===== src/cec_pkg.sv =====
// ----------------------------------------------------------------------------
// cec_pkg
// Shared types, constants and the month length table of the calendar/epoch
// converter.
// ----------------------------------------------------------------------------
package cec_pkg;

  localparam logic [11:0] EpochYear  = 12'd1970;
  localparam logic [11:0] LastYear   = 12'd2106;
  localparam logic [16:0] SecPerDay  = 17'd86400;
  localparam logic [16:0] SecPerHour = 17'd3600;
  localparam logic [16:0] SecPerMin  = 17'd60;

  // Reciprocals for the constant divisions. Each divisor is split into a power
  // of two and an odd part: 86400 = 128 * 675, 3600 = 16 * 225, 60 = 4 * 15.
  // The values are ceil(2^35 / 675), ceil(2^20 / 225) and ceil(2^14 / 15),
  // exact over the dividend ranges that occur.
  localparam logic [25:0] RecipDay  = 26'd50903317;
  localparam logic [12:0] RecipHour = 13'd4661;
  localparam logic [10:0] RecipMin  = 11'd1093;

  // Residues of the epoch year, used to track the leap rule while counting.
  localparam logic [1:0] EpochMod4   = 2'd2;
  localparam logic [6:0] EpochMod100 = 7'd70;
  localparam logic [8:0] EpochMod400 = 9'd370;

  typedef enum logic [3:0] {
    ST_IDLE,
    ST_START,
    ST_DIV_DAY,
    ST_DIV_HOUR,
    ST_DIV_MIN,
    ST_YEAR,
    ST_MONTH,
    ST_DAY,
    ST_MUL,
    ST_ADD,
    ST_DONE
  } ctrl_state_e;

  typedef enum logic [1:0] {
    DIV_SEL_DAY,
    DIV_SEL_HOUR,
    DIV_SEL_MIN
  } div_sel_e;

  typedef struct packed {
    logic     load;
    logic     year_step;
    logic     month_step;
    logic     add_day;
    logic     mul;
    logic     add_tod;
    logic     div_start;
    div_sel_e div_sel;
    logic     div_cap;
    div_sel_e cap_sel;
    logic     out_load;
  } cec_cmd_t;

  typedef struct packed {
    logic mode;
    logic bad;
    logic year_done;
    logic month_done;
    logic div_busy;
  } cec_sts_t;

  function automatic logic [4:0] month_len(input logic [3:0] m, input logic leap);
    logic [4:0] len;
    case (m)
      4'd2:                         len = leap ? 5'd29 : 5'd28;
      4'd4, 4'd6, 4'd9, 4'd11:      len = 5'd30;
      default:                      len = 5'd31;
    endcase
    return len;
  endfunction

endpackage


===== src/cec_div.sv =====
// ----------------------------------------------------------------------------
// cec_div
// Constant divider for the seconds split: the quotient comes from a
// reciprocal multiplication, the remainder from a multiply and subtract
// in the next cycle.
// ----------------------------------------------------------------------------
module cec_div import cec_pkg::*; (
  input  logic        clk_i,
  input  logic        rst_ni,
  input  logic        start_i,
  input  div_sel_e    sel_i,
  input  logic [31:0] dividend_i,
  output logic        busy_o,
  output logic [15:0] quot_o,
  output logic [16:0] rem_o
);

  logic        busy_q, busy_d;
  logic        step_q, step_d;
  logic [31:0] dvd_q, dvd_d;
  div_sel_e    sel_q, sel_d;
  logic [15:0] quot_q, quot_d;
  logic [16:0] rem_q, rem_d;

  logic [50:0] day_prod;
  logic [25:0] hour_prod;
  logic [20:0] min_prod;
  logic [15:0] quot_est;
  logic [16:0] divisor;
  logic [32:0] back_prod;

  always_comb begin
    // 25 by 26, 13 by 13 and 10 by 11 bit products.
    day_prod  = 51'(dvd_q[31:7]) * 51'(RecipDay);
    hour_prod = 26'(dvd_q[16:4]) * 26'(RecipHour);
    min_prod  = 21'(dvd_q[11:2]) * 21'(RecipMin);
    case (sel_q)
      DIV_SEL_HOUR: begin
        quot_est = 16'(hour_prod[25:20]);
        divisor  = SecPerHour;
      end
      DIV_SEL_MIN: begin
        quot_est = 16'(min_prod[20:14]);
        divisor  = SecPerMin;
      end
      default: begin
        quot_est = day_prod[50:35];
        divisor  = SecPerDay;
      end
    endcase
    back_prod = 33'(quot_q) * 33'(divisor);
  end

  always_comb begin
    busy_d = busy_q;
    step_d = step_q;
    dvd_d  = dvd_q;
    sel_d  = sel_q;
    quot_d = quot_q;
    rem_d  = rem_q;
    if (start_i) begin
      busy_d = 1'b1;
      step_d = 1'b0;
      dvd_d  = dividend_i;
      sel_d  = sel_i;
    end else if (busy_q) begin
      if (!step_q) begin
        quot_d = quot_est;
        step_d = 1'b1;
      end else begin
        rem_d  = 17'(33'(dvd_q) - back_prod);
        busy_d = 1'b0;
      end
    end
  end

  always_ff @(posedge clk_i or negedge rst_ni) begin
    if (!rst_ni) begin
      busy_q <= 1'b0;
      step_q <= 1'b0;
    end else begin
      busy_q <= busy_d;
      step_q <= step_d;
    end
  end

  always_ff @(posedge clk_i) begin
    dvd_q  <= dvd_d;
    sel_q  <= sel_d;
    quot_q <= quot_d;
    rem_q  <= rem_d;
  end

  assign busy_o = busy_q;
  assign quot_o = quot_q;
  assign rem_o  = rem_q;

endmodule


===== src/cec_datapath.sv =====
// ----------------------------------------------------------------------------
// cec_datapath
// Working registers of the converter: input capture, year and month
// counters with leap tracking, the seconds divider, the day-to-seconds
// multiply and the result register.
// ----------------------------------------------------------------------------
module cec_datapath import cec_pkg::*; (
  input  logic        clk_i,
  input  logic        rst_ni,
  input  cec_cmd_t    cmd_i,
  output cec_sts_t    sts_o,
  input  logic        mode_i,
  input  logic [31:0] epoch_seconds_i,
  input  logic [11:0] year_in_i,
  input  logic [7:0]  month_in_i,
  input  logic [7:0]  day_in_i,
  input  logic [7:0]  hour_in_i,
  input  logic [7:0]  minute_in_i,
  input  logic [7:0]  second_in_i,
  output logic [31:0] epoch_out_o,
  output logic [11:0] year_out_o,
  output logic [3:0]  month_out_o,
  output logic [4:0]  day_out_o,
  output logic [4:0]  hour_out_o,
  output logic [5:0]  minute_out_o,
  output logic [5:0]  second_out_o,
  output logic        invalid_o
);

  logic        mode_q;
  logic [31:0] ts_q;
  logic [11:0] year_q;
  logic [7:0]  month_q, day_q, hour_q, minute_q, second_q;

  logic [11:0] y_q;
  logic [1:0]  mod4_q;
  logic [6:0]  mod100_q;
  logic [8:0]  mod400_q;
  logic [3:0]  m_q;
  logic [15:0] days_q;
  logic [4:0]  hr_q;
  logic [5:0]  mn_q, sc_q;
  logic [32:0] prod_q;
  logic [16:0] tod_q;
  logic [33:0] total_q;

  logic        leap;
  logic [8:0]  year_len;
  logic [4:0]  mon_len;
  logic        bad;
  logic        ovf;

  logic [31:0] div_dividend;
  logic        div_busy;
  logic [15:0] div_quot;
  logic [16:0] div_rem;

  assign leap     = ((mod4_q == 2'd0) && (mod100_q != 7'd0)) || (mod400_q == 9'd0);
  assign year_len = leap ? 9'd366 : 9'd365;
  assign mon_len  = month_len(m_q, leap);

  // Years past the last one always overflow 32 bits, so they are rejected here.
  assign bad = (year_q < EpochYear) || (year_q > LastYear) ||
               (month_q == 8'd0) || (month_q > 8'd12) ||
               (day_q == 8'd0) || (day_q > 8'd31) ||
               (hour_q > 8'd23) || (minute_q > 8'd59) || (second_q > 8'd59);
  assign ovf = bad || (total_q[33:32] != 2'd0);

  assign sts_o.mode       = mode_q;
  assign sts_o.bad        = bad;
  assign sts_o.year_done  = mode_q ? (days_q < 16'(year_len)) : (y_q == year_q);
  assign sts_o.month_done = mode_q ? ((m_q == 4'd12) || (days_q < 16'(mon_len)))
                                   : (m_q == month_q[3:0]);
  assign sts_o.div_busy   = div_busy;

  // The hour and minute splits work on the remainder of the previous split.
  always_comb begin
    case (cmd_i.div_sel)
      DIV_SEL_DAY: div_dividend = ts_q;
      default:     div_dividend = 32'(div_rem);
    endcase
  end

  cec_div u_div (
    .clk_i      (clk_i),
    .rst_ni     (rst_ni),
    .start_i    (cmd_i.div_start),
    .sel_i      (cmd_i.div_sel),
    .dividend_i (div_dividend),
    .busy_o     (div_busy),
    .quot_o     (div_quot),
    .rem_o      (div_rem)
  );

  always_ff @(posedge clk_i) begin
    if (cmd_i.load) begin
      mode_q   <= mode_i;
      ts_q     <= epoch_seconds_i;
      year_q   <= year_in_i;
      month_q  <= month_in_i;
      day_q    <= day_in_i;
      hour_q   <= hour_in_i;
      minute_q <= minute_in_i;
      second_q <= second_in_i;
      y_q      <= EpochYear;
      mod4_q   <= EpochMod4;
      mod100_q <= EpochMod100;
      mod400_q <= EpochMod400;
      m_q      <= 4'd1;
      days_q   <= '0;
    end else if (cmd_i.year_step) begin
      days_q   <= mode_q ? days_q - 16'(year_len) : days_q + 16'(year_len);
      y_q      <= y_q + 12'd1;
      mod4_q   <= mod4_q + 2'd1;
      mod100_q <= (mod100_q == 7'd99) ? 7'd0 : mod100_q + 7'd1;
      mod400_q <= (mod400_q == 9'd399) ? 9'd0 : mod400_q + 9'd1;
    end else if (cmd_i.month_step) begin
      days_q <= mode_q ? days_q - 16'(mon_len) : days_q + 16'(mon_len);
      m_q    <= m_q + 4'd1;
    end else if (cmd_i.add_day) begin
      days_q <= days_q + 16'(day_q[4:0]) - 16'd1;
    end else if (cmd_i.div_cap && (cmd_i.cap_sel == DIV_SEL_DAY)) begin
      days_q <= div_quot;
    end

    if (cmd_i.div_cap) begin
      case (cmd_i.cap_sel)
        DIV_SEL_HOUR: hr_q <= div_quot[4:0];
        DIV_SEL_MIN: begin
          mn_q <= div_quot[5:0];
          sc_q <= div_rem[5:0];
        end
        default: ;
      endcase
    end

    if (cmd_i.mul) begin
      prod_q <= 33'(days_q) * 33'(SecPerDay);
      tod_q  <= 17'(hour_q[4:0]) * SecPerHour + 17'(minute_q[5:0]) * SecPerMin
              + 17'(second_q[5:0]);
    end
    if (cmd_i.add_tod) begin
      total_q <= 34'(prod_q) + 34'(tod_q);
    end

    if (cmd_i.out_load) begin
      if (mode_q) begin
        epoch_out_o  <= '0;
        invalid_o    <= 1'b0;
        year_out_o   <= y_q;
        month_out_o  <= m_q;
        day_out_o    <= days_q[4:0] + 5'd1;
        hour_out_o   <= hr_q;
        minute_out_o <= mn_q;
        second_out_o <= sc_q;
      end else begin
        epoch_out_o  <= ovf ? 32'd0 : total_q[31:0];
        invalid_o    <= ovf;
        year_out_o   <= '0;
        month_out_o  <= '0;
        day_out_o    <= '0;
        hour_out_o   <= '0;
        minute_out_o <= '0;
        second_out_o <= '0;
      end
    end
  end

endmodule


===== src/cec_ctrl.sv =====
// ----------------------------------------------------------------------------
// cec_ctrl
// Sequencer of the converter: handshakes, step commands to the datapath and
// the valid bit of the result register.
// ----------------------------------------------------------------------------
module cec_ctrl import cec_pkg::*; (
  input  logic     clk_i,
  input  logic     rst_ni,
  input  logic     in_valid_i,
  output logic     in_ready_o,
  output logic     out_valid_o,
  input  logic     out_ready_i,
  input  cec_sts_t sts_i,
  output cec_cmd_t cmd_o
);

  ctrl_state_e state_q, state_d;
  logic        out_valid_q, out_valid_d;

  always_ff @(posedge clk_i or negedge rst_ni) begin
    if (!rst_ni) begin
      state_q     <= ST_IDLE;
      out_valid_q <= 1'b0;
    end else begin
      state_q     <= state_d;
      out_valid_q <= out_valid_d;
    end
  end

  always_comb begin
    state_d    = state_q;
    cmd_o      = '0;
    in_ready_o = 1'b0;
    case (state_q)
      ST_IDLE: begin
        in_ready_o = 1'b1;
        if (in_valid_i) begin
          cmd_o.load = 1'b1;
          state_d    = ST_START;
        end
      end
      ST_START: begin
        if (sts_i.mode) begin
          cmd_o.div_start = 1'b1;
          cmd_o.div_sel   = DIV_SEL_DAY;
          state_d         = ST_DIV_DAY;
        end else if (sts_i.bad) begin
          state_d = ST_DONE;
        end else begin
          state_d = ST_YEAR;
        end
      end
      ST_DIV_DAY: begin
        if (!sts_i.div_busy) begin
          cmd_o.div_cap   = 1'b1;
          cmd_o.cap_sel   = DIV_SEL_DAY;
          cmd_o.div_start = 1'b1;
          cmd_o.div_sel   = DIV_SEL_HOUR;
          state_d         = ST_DIV_HOUR;
        end
      end
      ST_DIV_HOUR: begin
        if (!sts_i.div_busy) begin
          cmd_o.div_cap   = 1'b1;
          cmd_o.cap_sel   = DIV_SEL_HOUR;
          cmd_o.div_start = 1'b1;
          cmd_o.div_sel   = DIV_SEL_MIN;
          state_d         = ST_DIV_MIN;
        end
      end
      ST_DIV_MIN: begin
        if (!sts_i.div_busy) begin
          cmd_o.div_cap = 1'b1;
          cmd_o.cap_sel = DIV_SEL_MIN;
          state_d       = ST_YEAR;
        end
      end
      ST_YEAR: begin
        if (sts_i.year_done) begin
          state_d = ST_MONTH;
        end else begin
          cmd_o.year_step = 1'b1;
        end
      end
      ST_MONTH: begin
        if (sts_i.month_done) begin
          state_d = sts_i.mode ? ST_DONE : ST_DAY;
        end else begin
          cmd_o.month_step = 1'b1;
        end
      end
      ST_DAY: begin
        cmd_o.add_day = 1'b1;
        state_d       = ST_MUL;
      end
      ST_MUL: begin
        cmd_o.mul = 1'b1;
        state_d   = ST_ADD;
      end
      ST_ADD: begin
        cmd_o.add_tod = 1'b1;
        state_d       = ST_DONE;
      end
      ST_DONE: begin
        // The result register may still hold the previous transaction.
        if (!out_valid_q || out_ready_i) begin
          cmd_o.out_load = 1'b1;
          state_d        = ST_IDLE;
        end
      end
      default: state_d = ST_IDLE;
    endcase
  end

  always_comb begin
    out_valid_d = out_valid_q;
    if (cmd_o.out_load) begin
      out_valid_d = 1'b1;
    end else if (out_ready_i) begin
      out_valid_d = 1'b0;
    end
  end

  assign out_valid_o = out_valid_q;

endmodule


===== src/calendar_epoch_converter.sv =====
// ----------------------------------------------------------------------------
// calendar_epoch_converter
// Converts between a Gregorian date-time and 32-bit Unix seconds.
// ----------------------------------------------------------------------------
// Usage: present an item on the input channel (valid/ready); mode_i selects
// date fields to seconds (0) or seconds to date fields (1). Each transaction
// yields exactly one result on the output channel (valid/ready).
// One item is worked on at a time; in_ready_o is high only while idle.
// A date-to-seconds item with a field out of range skips the year and month
// steps and goes straight to the result.
// Mode 1 first splits the seconds count into days, hours, minutes and seconds
// with three divisions by reciprocal multiplication; both modes then step one
// year and one month per cycle.
// The next item can be accepted in the cycle after the result is loaded, so
// no new item is taken before the last one is loaded into the result register.
// The result sits in an output register, so a new item is accepted while the
// previous result waits; a finished item waits there only if the receiver
// still stalls the older result.
// Reset clears the sequencer and the output valid; no clearing pass is needed.
// ----------------------------------------------------------------------------
module calendar_epoch_converter import cec_pkg::*; (
  input  logic        clk_i,
  input  logic        rst_ni,
  input  logic        in_valid_i,
  output logic        in_ready_o,
  input  logic        mode_i,
  input  logic [31:0] epoch_seconds_i,
  input  logic [11:0] year_in_i,
  input  logic [7:0]  month_in_i,
  input  logic [7:0]  day_in_i,
  input  logic [7:0]  hour_in_i,
  input  logic [7:0]  minute_in_i,
  input  logic [7:0]  second_in_i,
  output logic        out_valid_o,
  input  logic        out_ready_i,
  output logic [31:0] epoch_out_o,
  output logic [11:0] year_out_o,
  output logic [3:0]  month_out_o,
  output logic [4:0]  day_out_o,
  output logic [4:0]  hour_out_o,
  output logic [5:0]  minute_out_o,
  output logic [5:0]  second_out_o,
  output logic        invalid_o
);

  cec_cmd_t cmd;
  cec_sts_t sts;

  cec_ctrl u_ctrl (
    .clk_i       (clk_i),
    .rst_ni      (rst_ni),
    .in_valid_i  (in_valid_i),
    .in_ready_o  (in_ready_o),
    .out_valid_o (out_valid_o),
    .out_ready_i (out_ready_i),
    .sts_i       (sts),
    .cmd_o       (cmd)
  );

  cec_datapath u_datapath (
    .clk_i           (clk_i),
    .rst_ni          (rst_ni),
    .cmd_i           (cmd),
    .sts_o           (sts),
    .mode_i          (mode_i),
    .epoch_seconds_i (epoch_seconds_i),
    .year_in_i       (year_in_i),
    .month_in_i      (month_in_i),
    .day_in_i        (day_in_i),
    .hour_in_i       (hour_in_i),
    .minute_in_i     (minute_in_i),
    .second_in_i     (second_in_i),
    .epoch_out_o     (epoch_out_o),
    .year_out_o      (year_out_o),
    .month_out_o     (month_out_o),
    .day_out_o       (day_out_o),
    .hour_out_o      (hour_out_o),
    .minute_out_o    (minute_out_o),
    .second_out_o    (second_out_o),
    .invalid_o       (invalid_o)
  );

  // Only one transaction is in flight inside the converter.
  assert property (@(posedge clk_i) disable iff (!rst_ni)
    in_valid_i && in_ready_o |=> !in_ready_o)
    else $error("input accepted while a conversion is in progress");

  // A rejected date carries a zero seconds count and no date fields.
  assert property (@(posedge clk_i) disable iff (!rst_ni)
    out_valid_o && invalid_o |-> epoch_out_o == 32'd0 && month_out_o == 4'd0)
    else $error("invalid result with nonzero fields");

  // A split result has a real month and day and no seconds count.
  assert property (@(posedge clk_i) disable iff (!rst_ni)
    out_valid_o && month_out_o != 4'd0 |->
      epoch_out_o == 32'd0 && !invalid_o && day_out_o != 5'd0 && month_out_o <= 4'd12)
    else $error("inconsistent date result");

endmodule


===== config.mk =====
export PLATFORM = sky130hd
export DESIGN_NAME = calendar_epoch_converter
export DESIGN_NICKNAME = d
export VERILOG_FILES = /design/src/cec_pkg.sv /design/src/cec_div.sv /design/src/cec_datapath.sv /design/src/cec_ctrl.sv /design/src/calendar_epoch_converter.sv
export SDC_FILE = /design/constraint.sdc
export NUM_CORES = 2
export LEC_CHECK = 0
export ABC_AREA = 1
export BUFFER_PORTS_ARGS = -buffer_cell sky130_fd_sc_hd__buf_2
export CORE_MARGIN = 2
export CORE_UTILIZATION = 55
export CTS_BUF_LIST = sky130_fd_sc_hd__clkbuf_8
export DETAILED_ROUTE_END_ITERATION = 10
export GPL_TIMING_DRIVEN = 0
export MAX_ROUTING_LAYER = met4
export PLACE_DENSITY = 0.69
export SLEW_MARGIN = 20
export SYNTH_ARGS = -nofsm -noshare
export SYNTH_HDL_FRONTEND = slang
export SYNTH_SLANG_ARGS = --single-unit

===== constraint.sdc =====
create_clock -name clk_i -period 7.1 [get_ports clk_i]
set_clock_uncertainty 0.05 [all_clocks]
set_input_delay 1.42 -clock clk_i [delete_from_list [all_inputs] [get_ports clk_i]]
set_output_delay 1.42 -clock clk_i [all_outputs]
set_load 0.005 [all_outputs]

=== Word level (Yosys, flattened, before mapping) ===
Cells that the tools add are included.

* Add/subtract/negate cells: 16
* Reductions and logical operators: 35
* Multiply operators: 7
* Bitwise gates (word level): 3
* $lt $le $gt $ge: 9
* Eq/ne operators: 31
* Multiplexer cells: 52

{| class="wikitable"
|+ Operators with widths
! cell !! number
|-
| $mux W16 || 6
|-
| $mul A25 B26 Y51 const B || 1
|-
| $pmux W4 S11 || 1
|-
| $mux W4 || 10
|-
| $add A33 B17 Y34 || 1
|-
| $pmux W17 S2 || 1
|-
| $add A16 B5 Y16 || 2
|-
| $pmux W16 S2 || 1
|-
| $mul A13 B13 Y26 const B || 1
|-
| $mul A16 B10 Y26 const B || 1
|-
| $eq A4 B3 Y1 const B || 6
|-
| $eq A4 B4 Y1 const B || 6
|-
| $mux W1 || 22
|-
| $mul A10 B11 Y21 const B || 1
|-
| $pmux W3 S3 || 2
|-
| $add A17 B12 Y17 || 1
|-
| $add A17 B6 Y17 || 1
|-
| $mul A16 B17 Y17 || 1
|-
| $mux W17 || 1
|-
| $sub A17 B17 Y17 || 1
|-
| $add A16 B9 Y16 || 1
|-
| $gt A8 B5 Y1 const B || 2
|-
| $gt A8 B6 Y1 const B || 2
|-
| $logic_not A8 Y1 || 2
|-
| 47 further kinds || 79
|}

* Register bits: 374
* Input port bits: 89
* Word-level logic and storage cells: 190
* Output and inout port bits: 73

=== Longest topological paths before layout ===
* Word-level depth: 12
* Gate-level depth with buffers: 28
* Gate-level depth less buffers: 27

=== Cells and area by module ===
From an unflattened synthesis, not the netlist that was laid out.

* Cells, all modules: 4,725
* Area total of the unflattened synthesis: 41,124.4 µm²

{| class="wikitable"
|+ Modules (own cells, without submodules)
! module !! area each (µm²) !! instances !! cells each
|-
| cec_div || 20,666.1 || 1 || 2,414
|-
| cec_datapath || 19,886.6 || 1 || 2,210
|-
| cec_ctrl || 571.8 || 1 || 101
|}

=== Least setup slack after synthesis ===
OpenSTA, ideal clock, no wires.

* Path type: register to register
* Start: reg u_datapath.u_div.sel_q[0]
* End: reg u_datapath.u_div.rem_q[16] (netlist: u_datapath.u_div.rem_o[16]) (data pin)
* Arrival time: 5.452 ns
* Setup slack: 1.346 ns
* Path buffers: 2
* Library setup time: 0.252 ns
* Data required time: 6.798 ns
* Stages on the path, launching flop included: 22
* Path through: edfxtp_1 inv_1 ha_1 clkbuf_1 clkbuf_1 nand2_1 fa_1 fa_1 inv_1 fa_1 fa_1 fa_1 inv_1 fa_1 ha_1 nand2_1 inv_1 a221o_1 a31oi_1 inv_1 nand2_1 nand2_1

* Longest elaborated chain between the ends: 4
* Elaborated cells between the ends (all ways): 5
* Classes of those cells: add/sub (1); mul (1); eq/ne (2); mux (1)

{| class="wikitable"
|+ RTL lines
! what !! line !! RTL
|-
| start: declaration || cec_div.sv:21 || <nowiki>div_sel_e sel_q, sel_d;</nowiki>
|-
| start signal: assignment || cec_div.sv:89 || <nowiki>sel_q <= sel_d;</nowiki>
|-
| $eq A2 B2 Y1 or $eq A2 B1 Y1 (tied branches) || cec_div.sv:37 || <nowiki>case (sel_q)</nowiki>
|-
| $pmux W17 S2 (*) || cec_div.sv:37 ||
|-
| $mul A16 B17 Y17 (*) || cec_div.sv:51 || <nowiki>back_prod = 33'(quot_q) * 33'(divisor);</nowiki>
|-
| $sub A17 B17 Y17 (*) || cec_div.sv:71 || <nowiki>rem_d = 17'(33'(dvd_q) - back_prod);</nowiki>
|-
| end signal: assignment || cec_div.sv:91 || <nowiki>rem_q <= rem_d;</nowiki>
|-
| end: declaration || cec_div.sv:23 || <nowiki>logic [16:0] rem_q, rem_d;</nowiki>
|}

Every way passes the cells marked *; elsewhere a longest branch is shown, timed or not.
A chain may end at the register's enable or synchronous reset.

=== Final worst setup path ===
* Start: reg u_datapath.u_div.dvd_q[16]
* End: reg u_datapath.u_div.quot_q[1] (netlist: u_datapath.u_div.quot_o[1]) (data pin)

* Longest elaborated chain between the ends: 2
* Elaborated cells between the ends (all ways): 3
* Classes of those cells: mul (2); mux (1)

{| class="wikitable"
|+ RTL lines
! what !! line !! RTL
|-
| start: declaration || cec_div.sv:20 || <nowiki>logic [31:0] dvd_q, dvd_d;</nowiki>
|-
| start signal: assignment || cec_div.sv:88 || <nowiki>dvd_q <= dvd_d;</nowiki>
|-
| $mul A25 B26 Y51 or $mul A13 B13 Y26 (tied branches) || cec_div.sv:34, cec_div.sv:35 ||
|-
| $pmux W16 S2 (*) || cec_div.sv:37 ||
|-
| via u_datapath.u_div.quot_est[1] || cec_div.sv:28 || <nowiki>logic [15:0] quot_est;</nowiki>
|-
| end signal: assignment || cec_div.sv:90 || <nowiki>quot_q <= quot_d;</nowiki>
|-
| end: declaration || cec_div.sv:22 || <nowiki>logic [15:0] quot_q, quot_d;</nowiki>
|}

Mark *: on every way through the listed nets, which the timed path passes. The rest lies on a longest branch.

==> out/summary.log <==
[job] number of violations of the max-capacitance limit 0
[sta] worst path setup slack after routing 0.507 ns
[yosys] Synthesized Nets 5814
[sta] Min Clock Period, post-route 6.59 ns
[sta] final count of pins violating max slew 0
[sta] final critical-path share of the clock period 92.9%
[floorplan] site row count 99
[setup_path] maximum fanout along the worst path 15
[routing] DRT Wirelength 106 mm
[yosys] Synth Area per Inst 8.72 µm²
[sta] number of failing hold endpoints at the final stage 0
[routing] initial DRC count 2071
[yosys] most common flop cell mapped by yosys sky130_fd_sc_hd__edfxtp_1
[sta] unrepaired setup endpoints after global routing no
[setup_path] worst reg2reg setup slack 0.51 ns
[cts] Max clock buf depth 3
[cts] clock transition at the registers of the reported paths 0.06 ns
[status] status finished, final reports clean
[placement] pre-CTS setup slack 0.590 ns
[cts] clock insertion delay at the later pin of the skew report 0.66 ns
[setup_path] category of the worst setup path capture point flip-flop
[routing] vias post-DR 31492
[setup_path] CP dominant cell by count sky130_fd_sc_hd__fa_1
[min_path] Hold/Removal Path Class flip-flop to flip-flop
[global_routing] overflow left after global routing 0
[placement] Port Buffer Count 161
[setup_path] combined buffer and inverter count along the critical path 4
[sta] transition time at the pin with the least slew margin 1.18 ns
[yosys] flip-flop and latch count after synthesis 374
[routing] number of vias per cell after detailed routing 5.30
[floorplan] die outline area 76600 µm²
[cts] TritonCTS clock tree built
[floorplan] initial core utilization 55.8%
[cts] Root Buffer sky130_fd_sc_hd__clkbuf_8
[global_routing] wire length of the first global-routing pass 170 mm
[yosys] share of async-settable or async-resettable flops after synthesis 1.87%
[cts] CTS HTree Levels 3
[cells_and_area] cell area after layout 44600 µm²
[cells_and_area] ratio of cells with drive above 1 in the final layout 7.47%
[yosys] area share of the leading cell type in the synthesized netlist 23.3%
[setup_path] Data required, critical path 7.43 ns
[routing] DRC violation count after routing 0
[sta] FMAX 152 MHz
[floorplan] Horiz. Die Dim 277 µm
[setup_path] Worst R2R Start u_datapath.u_div.dvd_q[16]
[setup_path] reg-to-reg critical path endpoint u_datapath.u_div.quot_o[1]
[setup_path] cell with the largest stage delay on the worst path sky130_fd_sc_hd__edfxtp_1
[setup_path] count of cell instances traversed by the critical path 20
[setup_path] critical path cell sequence ha_1, inv_1, fa_1, fa_1, inv_1, fa_1, inv_1, fa_1, fa_1, fa_1, inv_1, ha_1, a21oi_1, o21ai_0, a21boi_0, nor2_1, nor2_1, nand3_1, nand3_1, nand2_1
[cts] Gates resized, CTS repair 0
[sta] worst slew margin relative to its limit 21.4%
[placement] post-detailed-placement cell area 43200 µm²
[setup_path] category of the worst setup path launch point flip-flop
[floorplan] Die Ht 277 µm
[cells_and_area] total number of nets in the final design 6059
[sta] Setup TNS 0 ns
[global_routing] pin count of the biggest net entering global routing 71
[floorplan] Top Ports 162
[routing] number of routed nets with antenna violations 0
[placement] estimated wirelength of the detail-placed design 86.7 mm
[floorplan] core area 73300 µm²
[routing] detailed-router iteration count before antenna repair 6
[yosys] Mapped Area 40900 µm²
[yosys] synthesized instance count 4688
[setup_path] Critical Path AT 6.92 ns
[cts] sinks on the clock net 374
[yosys] Yosys warning total 0
[yosys] Synth area leaders sky130_fd_sc_hd__edfxtp_1 (23%), sky130_fd_sc_hd__ha_1 (21%), sky130_fd_sc_hd__fa_1 (17%), sky130_fd_sc_hd__inv_1 (9.9%), sky130_fd_sc_hd__nand2_1 (7.6%)
[cts] Post-CTS Setup Inserts 0
[setup_path] Worst Reg-to-Reg Cells 20
[setup_path] capturing instance or port of the critical path u_datapath.u_div.quot_o[1]
[cells_and_area] fillcell total 6563
[yosys] fraction of the yosys area taken by sequential cells 26.2%
[placement] GPL Wtd Cong 0.986
[cells_and_area] area growth from synthesis to layout 9.06%
[yosys] EDFF count, synth 317
[cts] number of buffers added to fix hold violations after cts 0
[setup_path] cell family with most CP delay adder cells
[global_routing] initial antenna violation count 5
[setup_path] worst setup path start u_datapath.u_div.dvd_q[16]
[global_routing] Total GRT Usage 29.1%
[yosys] post-synthesis cell type count 59
[setup_path] longest individual stage delay on the worst path 1.02 ns
[setup_path] critical path type flip-flop to flip-flop
[cts] number of buffers created by CTS 69
[sta] total of endpoints with negative setup slack in the final report 0
[yosys] library cell occupying the most area in the post-synthesis netlist sky130_fd_sc_hd__edfxtp_1
[routing] post-detailed-route wirelength per cell 17.8 µm
[global_routing] vias in the first global route 31804
area by class of cell:
type	instances	area (µm²)	share of cell area (%)
Timing Repair Buffer	174	1040	2.33
Buffer	43	263	0.589
Inverter	1091	4100	9.18
Antenna cell	5	12.5	0.0281
Clock buffer	73	1000	2.25
Clock inverter	48	412	0.923
Tap cell	959	1200	2.69
Sequential cell	374	10700	24.0
Multi-Input combinational cell	3180	25900	58.0
through the flow:
step | util, % | hold slack, ns | std cells
3_5_place_dp | 58.9 | 0.355 | 5820
3_3_place_gp | 58.5 | 0.353 | 5808
2_1_floorplan | - | 0.350 | 4688
6_report | 60.8 | 0.353 | 5947
5_1_grt | 60.8 | 0.367 | 5947
4_1_cts | 60.8 | 0.360 | 5941
kinds of logic after synthesis:
group | count (synthesis) | share of synthesized area [%]
muxes | 17 | 0.468
AOI/OAI and AO/OA | 477 | 6.37
buffers and inverters | 1134 | 10.6
DFF | 374 | 26.2
adders and majority gates | 1037 | 38.0
and+or+nand+nor | 1522 | 15.7
xor gates and xnor gates | 127 | 2.72
state kept, by name, summed over array words and instances (netlist names), 12 cells and up:
register / cells
u_datapath.total_q: 34
u_datapath.u_div.dvd_q: 32
u_datapath.year_out_o: 12
u_datapath.u_div.quot_o: 16
u_datapath.u_div.rem_o: 17
u_datapath.tod_q: 17
u_datapath.year_q: 12
u_datapath.days_q: 16
u_datapath.prod_q: 26
u_datapath.y_q: 12
u_datapath.ts_q: 32
u_datapath.epoch_out_o: 32
Yosys cell counts (all sizes together) (11+ instances only):
master,count
nor4,11
buf,30
a21o,17
o211ai,18
nand3,217
fa,340
a21oi,213
o21ai,183
nor2,332
nand2,837
dfxtp,50
xnor2,41
xor2,86
nand4,49
inv,1089
mux2,17
o21bai,20
edfxtp,317
ha,697
clkbuf,13
nand3b,12
nor3,44
routing by layer:
layer	global-route usage, %	share of wire, %	up-vias
met5	-	0	-
met4	9.13	3.0	0
met3	4.46	5.7	180
met2	44.8	44	885
met1	39.6	47	14973
li1	-	-	15454
worst min-delay path by stage:
| stage | slack (ns) | depth (start not counted) | from | to |
|---|---|---|---|---|
| floorplan | 0.35 | 0 | u_datapath.second_q[0] | u_datapath.tod_q[0] |
| global placement | 0.35 | 0 | u_datapath.tod_q[4] | u_datapath.total_q[4] |
| CTS | 0.36 | 0 | u_datapath.tod_q[4] | u_datapath.total_q[4] |
| global route | 0.37 | 0 | u_datapath.tod_q[4] | u_datapath.total_q[4] |
| finish | 0.35 | 0 | u_datapath.tod_q[6] | u_datapath.total_q[6] |
| detailed placement | 0.36 | 0 | u_datapath.second_q[1] | u_datapath.tod_q[1] |
cells in the final DEF (no fill, tap or decap), types with 14 or more instances in the layout:
master,n
sky130_fd_sc_hd__ha_1,697
sky130_fd_sc_hd__nand4_1,49
sky130_fd_sc_hd__inv_1,1090
sky130_fd_sc_hd__xnor2_1,41
sky130_fd_sc_hd__clkbuf_8,73
sky130_fd_sc_hd__clkinv_1,17
sky130_fd_sc_hd__o21bai_1,20
sky130_fd_sc_hd__a21oi_1,211
sky130_fd_sc_hd__o21ai_1,17
sky130_fd_sc_hd__mux2_2,17
sky130_fd_sc_hd__nand3_1,215
sky130_fd_sc_hd__o211ai_1,17
sky130_fd_sc_hd__dfxtp_1,50
sky130_fd_sc_hd__inv_2,14
sky130_fd_sc_hd__nor2_1,313
sky130_fd_sc_hd__a21o_1,17
sky130_fd_sc_hd__buf_2,178
sky130_fd_sc_hd__nor3_1,42
sky130_fd_sc_hd__o21ai_0,165
sky130_fd_sc_hd__fa_1,340
sky130_fd_sc_hd__xor2_1,86
sky130_fd_sc_hd__nand2_1,827
sky130_fd_sc_hd__edfxtp_1,317
worst register-to-register path, delay by kind of cell (launching register included):
kind,cells,cell delay (ns)
AO/OA/AOI/OAI,3,0.67
adder cells (fa/ha/maj),8,3.75
buffers and inverters,4,0.26
AND/OR/NAND/NOR,5,0.61
flip-flops,1,1.02
Power is not shown: default switching activity piles up to over one toggle a cycle in this logic, so the estimate is an artifact.
